===== src/rtl/crr_pkg.sv =====
package crr_pkg;

   // Transaction op codes
   localparam logic [1:0] OP_BUS  = 2'd0;
   localparam logic [1:0] OP_KNOB = 2'd1;
   localparam logic [1:0] OP_LOAD = 2'd2;

   // Boot progress codes; anything at or above BOOT_DONE counts as done
   localparam logic [1:0] BOOT_WAIT_LO = 2'd0;
   localparam logic [1:0] BOOT_WAIT_HI = 2'd1;
   localparam logic [1:0] BOOT_DONE    = 2'd2;

   // Bus phase codes; any code other than BUS_WAIT_DESEL serves
   localparam logic [1:0] BUS_SERVE      = 2'd0;
   localparam logic [1:0] BUS_WAIT_DESEL = 2'd1;

   // Store address width covers every legal depth (20480 to 32768)
   localparam int STORE_AW = 15;

   typedef logic [STORE_AW-1:0] store_addr_type;

   // Store write port bundle
   typedef struct packed {
      logic           en;
      store_addr_type addr;
      logic [7:0]     data;
   } store_wr_type;

   localparam logic [15:0]    VEC_LO_ADDR     = 16'hFFFC;
   localparam logic [15:0]    VEC_HI_ADDR     = 16'hFFFD;
   localparam logic [7:0]     VEC_LO_BYTE     = 8'h00;
   localparam logic [7:0]     VEC_HI_BYTE     = 8'h88;
   localparam store_addr_type ALIAS_LO        = 15'h7FEA;
   localparam store_addr_type ALIAS_HI        = 15'h7FEB;
   localparam store_addr_type ALIAS_LO_TARGET = 15'h4FEA;
   localparam store_addr_type ALIAS_HI_TARGET = 15'h4FEB;
   localparam logic [7:0]     VOL_FLOOR       = 8'h0F;

   // First of the two store bytes that hold each pitch knob
   function automatic store_addr_type pitch_base(input logic [1:0] k);
      store_addr_type a;
      case (k)
         2'd0:    a = 15'h4404;
         2'd1:    a = 15'h440F;
         2'd2:    a = 15'h441A;
         default: a = 15'h4425;
      endcase
      return a;
   endfunction

   // First of the two store bytes that hold each volume knob
   function automatic store_addr_type volume_base(input logic [1:0] k);
      store_addr_type a;
      case (k)
         2'd0:    a = 15'h4402;
         2'd1:    a = 15'h440D;
         2'd2:    a = 15'h4418;
         default: a = 15'h4423;
      endcase
      return a;
   endfunction

endpackage


===== src/rtl/crr_knob.sv =====
module crr_knob import crr_pkg::*; (
   input  logic           clock,
   input  logic           reset,
   input  logic           wr_en,
   input  logic [2:0]     wr_channel,
   input  logic [11:0]    wr_sample,
   input  logic [3:0]     step,
   output store_addr_type patch_addr,
   output logic [7:0]     patch_data
);

   logic [11:0] knob_ff [8];
   logic [2:0]  ch;
   logic        half;
   logic [11:0] v;
   logic [8:0]  pitch;

   // Hold raw samples, cleared at reset
   always_ff @(posedge clock) begin
      if (reset) begin
         for (int i = 0; i < 8; i++) begin
            knob_ff[i] <= '0;
         end
      end else if (wr_en) begin
         knob_ff[wr_channel] <= wr_sample;
      end
   end

   // Map patch step to one store byte: step bits 3:1 pick the knob, bit 0 the byte
   always_comb begin
      ch    = step[3:1];
      half  = step[0];
      v     = ~knob_ff[ch];
      pitch = v[11:3];
      if (!ch[2]) begin
         patch_addr = pitch_base(ch[1:0]) + {14'd0, half};
         patch_data = half ? {7'd0, pitch[8]} : pitch[7:0];
      end else begin
         patch_addr = volume_base(ch[1:0]) + {14'd0, half};
         patch_data = {1'b0, v[11:5]} | VOL_FLOOR;
      end
   end

endmodule


===== config.mk =====
export PLATFORM = sky130hd
export DESIGN_NAME = crr_knob
export DESIGN_NICKNAME = d
export VERILOG_FILES = /design/src/rtl/crr_pkg.sv /design/src/rtl/crr_knob.sv
export SDC_FILE = /design/constraint.sdc
export NUM_CORES = 1
export LEC_CHECK = 0
export ABC_AREA = 1
export ABC_CLOCK_PERIOD_IN_PS = 3200
export BUFFER_PORTS_ARGS = -buffer_cell sky130_fd_sc_hd__buf_4
export CORE_AREA = 2 2 72 74
export DETAILED_ROUTE_END_ITERATION = 7
export DIE_AREA = 0 0 74 76
export PLACE_DENSITY = 0.81
export SYNTH_ARGS = -nofsm -noshare
export SYNTH_HDL_FRONTEND = slang
export SYNTH_SLANG_ARGS = --single-unit

===== constraint.sdc =====
create_clock -name clock -period 3.2 [get_ports clock]
set_input_delay 0.64 -clock clock [delete_from_list [all_inputs] [get_ports clock]]
set_output_delay 0.64 -clock clock [all_outputs]
set_load 0.05 [all_outputs]

# ---- Yosys cells after proc, flatten, opt, wreduce, memory -nomap -nowiden
# Memory sizes are Yosys's and may differ from the RTL's.
# Cells that the tools add are included.
dict set report word_totals {
  reg_bits 0
  input_bits 22
  ramBits 96
  mem_count 1
}
dict set report op_classes {
  n_reduce_logical 2
  bitwise_logic 1
  n_eq_ne 2
  addsub 2
  n_mux 15
}
# name words word_bits read_ports rd_ports_with_merged_regs write_ports line
set mem_list {}
lappend mem_list {knob_ff 8 12 1 0 8 crr_knob.sv:12} ;# logic [11:0] knob_ff [8];
# operator n
set ops {}
lappend ops {{15-bit 2-to-1 mux} 3}
lappend ops {{6-bit case mux with 3 select lines} 2}
lappend ops {{15-bit by 1-bit adder with 15-bit output} 2}
lappend ops {{8-bit 2-to-1 mux} 2}
lappend ops {{12-bit 2-to-1 mux} 1}
lappend ops {{12-bit NOT} 1}
lappend ops {{12-bit OR reduction} 1}
lappend ops {{1-bit 2-to-1 mux} 6}
lappend ops {{3-bit 2-to-1 mux} 1}
lappend ops {{2-bit by 1-bit equality test with 1-bit output, second input constant} 1}
lappend ops {{2-bit equality test, second input constant} 1}
lappend ops {{2-bit logical NOT} 1}

# ---- Longest topological paths before layout
dict set report depth {
  depth_word 5
  ltp_mapped 11
  mapped_depth_nobuf 9
}

# ---- Least setup slack after synthesis
# No wires, ideal clock.
dict set report synth_path {
  kind {input to output}
  startpoint {in step[1]}
  endpoint {out patch_addr[6]}
  path_buffers 2
  path_slack_ns -0.340
  stages 10
  t_arrival_ns 2.900
  required_time_ns 2.560
  path_cell_list {buf_2 > inv_2 > buf_6 > ha_1 > inv_1 > nand2_1 > nand2_1 > ha_1 > nand3_2 > nor3_1}
}
dict set report synth_via {
  elab_chain_cells 5
  elab_cells_between_ends 10
  classes_between {add/sub (2); eq/ne (2); mux (5); reduce/logical (1)}
}
# element line
set synth_rtl {}
lappend synth_rtl {{start, declared} crr_knob.sv:7} ;# input logic [3:0] step,
lappend synth_rtl {{2-bit equality test (tied with other cells)} {crr_pkg.sv:42, crr_pkg.sv:54}}
lappend synth_rtl {{6-bit case mux with 3 select lines (on tied branches)} {crr_pkg.sv:42, crr_pkg.sv:54}}
lappend synth_rtl {{15-bit 2-to-1 mux} crr_knob.sv:35} ;# if (!ch[2]) begin
lappend synth_rtl {{15-bit by 1-bit adder with 15-bit output (on tied branches)} {crr_knob.sv:36, crr_knob.sv:39}}
lappend synth_rtl {{15-bit 2-to-1 mux (*)} crr_knob.sv:35}
lappend synth_rtl {{end, declared} crr_knob.sv:8} ;# output store_addr_type patch_addr,
# Every way passes the cells marked *; elsewhere a longest branch is shown, timed or not. The select of a mux whose other input is x is not followed.

# ---- Final worst setup path
dict set report layout_path {
  startpoint {in step[1]}
  endpoint {out patch_addr[4]}
}
# The elaborated chain is that of the path after synthesis.

==> impl_metrics.toml <==
[worst_setup_path]
end_kind = "primary output"
cp_max_fo = 27
start_kind = "input port"
worstPathArrival_ns = 2.30
required_ns = 2.56
criticalPathCategory = "in2out"

[synth]
yosysSeqAreaShare = 0.5653
synth-edff-count = 48
yosysWarningCount = 0
netlist_top_cells_count = "nor2_1, nand2_1, edfxtp_1"
syn_area_um2 = 2550
synth_top_area_share = 0.5653
synth-seq-cells = 48
yosys-top-cells-area = "edfxtp_1, nor2_1, nand2_1, ha_1, nand3_1"
ys.flop_type = "edfxtp_1"
async_flop_share = 0
syn_area_per_cell_um2 = 8.885
synth_top_area_cell = "edfxtp_1"
synth.most_common_cell = "nor2_1"
synth_cell_types = 22
netlist_instances = 287

[layout]
syn2layout_area_growth_pct = 14.38
reg_top3 = "knob_ff: 48 flops"
largest_reg_flops = 48
drive_gt1_frac = 0.1900
top_register = "knob_ff"
n_fill_cell = 424
nNetsFinal = 349
final_util = 0.5937
fin_area_um2 = 2917
diodes = 0

[job]
maxCapViolCount = 0

[global_route]
antenna_found_initial = 0
grt_pass1_vias = 1681
grt_overflow = 0
grt_usage = 0.1792
grt_first_pass_wirelength_mm = 7.652
grt_max_degree = 28

[sta]
rsz0062_at_grt = "false"
timing.setup.tns_ns = 0
max_freq_mhz = 339.9
hold_violations = 0
fin_crit_sh = 0.9193
fin_ws_ns = 0.2583
setup-violations-final = 0
min_period_ns = 2.942
slew_viol_final = 0

[floorplan]
initial_core_util = 0.5191
die_h_um = 76
die_area_um2 = 5624
die_w_um = 74
io-pin-count = 45
core-area_um2 = 4912
rows = 26

[min_path]
hp-class = "in2reg"

[clocking]
cts_tree = "built"
hold_buffers = 0
clock_sinks = 48
ctsResizeCount = 0
clockBufferDepth = 2
post_cts_buffers = 0
htreeDepth = 2
cts_buffers = 5
path_clk_slew_ns = 0.08
root_buffer = "clkbuf_8"

[route]
viasPerCell = 4.916
drt-total-wl_mm = 4.876
drtIter0Drc = 160
avgRoutedWirePerCell_um = 12.47
dr.pass1.iters = 5
num_vias = 1922
drc_errors = 0
ant_nets = 0

[place]
io_buffers = 33
place.gp.congestion = 0.8112
place_area_um2 = 2839
place_ws_ns = 0.2634
place_hpwl_mm = 3.410

[status]
status = "finished clean"

[pwr]
irDropWorstVdd_uv = 199.8
power_leakage_nw = 1.293
power.density_nw_per_um2 = 457.7
cell families after synthesis:
kind of cell,share of synthesized area
simple gates,0.2846
flops,0.5653
buf+inv,0.07409
compound gates,0.03680
xor+xnor,0.006871
other cells,0.002945
fa+ha+maj,0.02944
power breakdown:
part	switching, mW	internal [mW]	leakage (nW)
Combinational	0.192	0.0744	0.792
Clock	0.181	0.149	0.0410
Sequential	0.00890	0.730	0.460
Total	0.382	0.953	1.29
per-layer routing:
metal	vias to the layer above	GRT usage	routed length, um
met5	-	0	0
met4	0	0.1091	106
met3	11	0.02513	353
met2	88	0.2875	2443
met1	850	0.2255	1973
li1	973	-	-
placed cells by master, fill, tap and decap left out, drive strengths merged:
cell type  instances
buf               36
clkbuf             6
clkinv             1
conb               8
edfxtp            48
ha                 6
inv               22
nand2             79
nand3             16
nand4              2
nor2              75
nor3               2
o21ai             18
xor2               2
area by class of cell:
cell class | instances | area (um^2) | share of cell area
Clock buffer | 6 | 72.57 | 0.02488
Clock inverter | 1 | 5.005 | 0.001716
Inverter | 22 | 85.08 | 0.02917
Multi-Input combinational cell | 208 | 954.7 | 0.3273
Sequential cell | 48 | 1441 | 0.4942
Tap cell | 70 | 87.58 | 0.03003
Timing Repair Buffer | 36 | 270.3 | 0.09266
worst max-delay path, stage by stage:
cell and delay (ns):
buf_4 0.26, inv_2 0.07, ha_1 0.36, inv_1 0.14
nand2_1 0.06, nand2_1 0.08, ha_1 0.20, nand3_2 0.12
xor2_2 0.16, buf_4 0.19
metrics by stage:
step                      cells  hold WS (ns)  total power [mW]
after floorplan             293        0.8831            0.9512
after global placement      384        0.9792             1.015
after detailed placement    384        0.9846             1.020
after CTS                   391        0.6781             1.333
after global routing        391        0.6909             1.379
final                       391        0.6841             1.335
final timing paths:
path / startpoint / slack [ns] / end / cells past startpoint
setup / recovery: step[1] / 0.26 / patch_addr[4] / 10
hold / removal: wr_sample[7] / 0.68 / knob_ff[3][7] / 3
(Power assumes the default switching activity.)
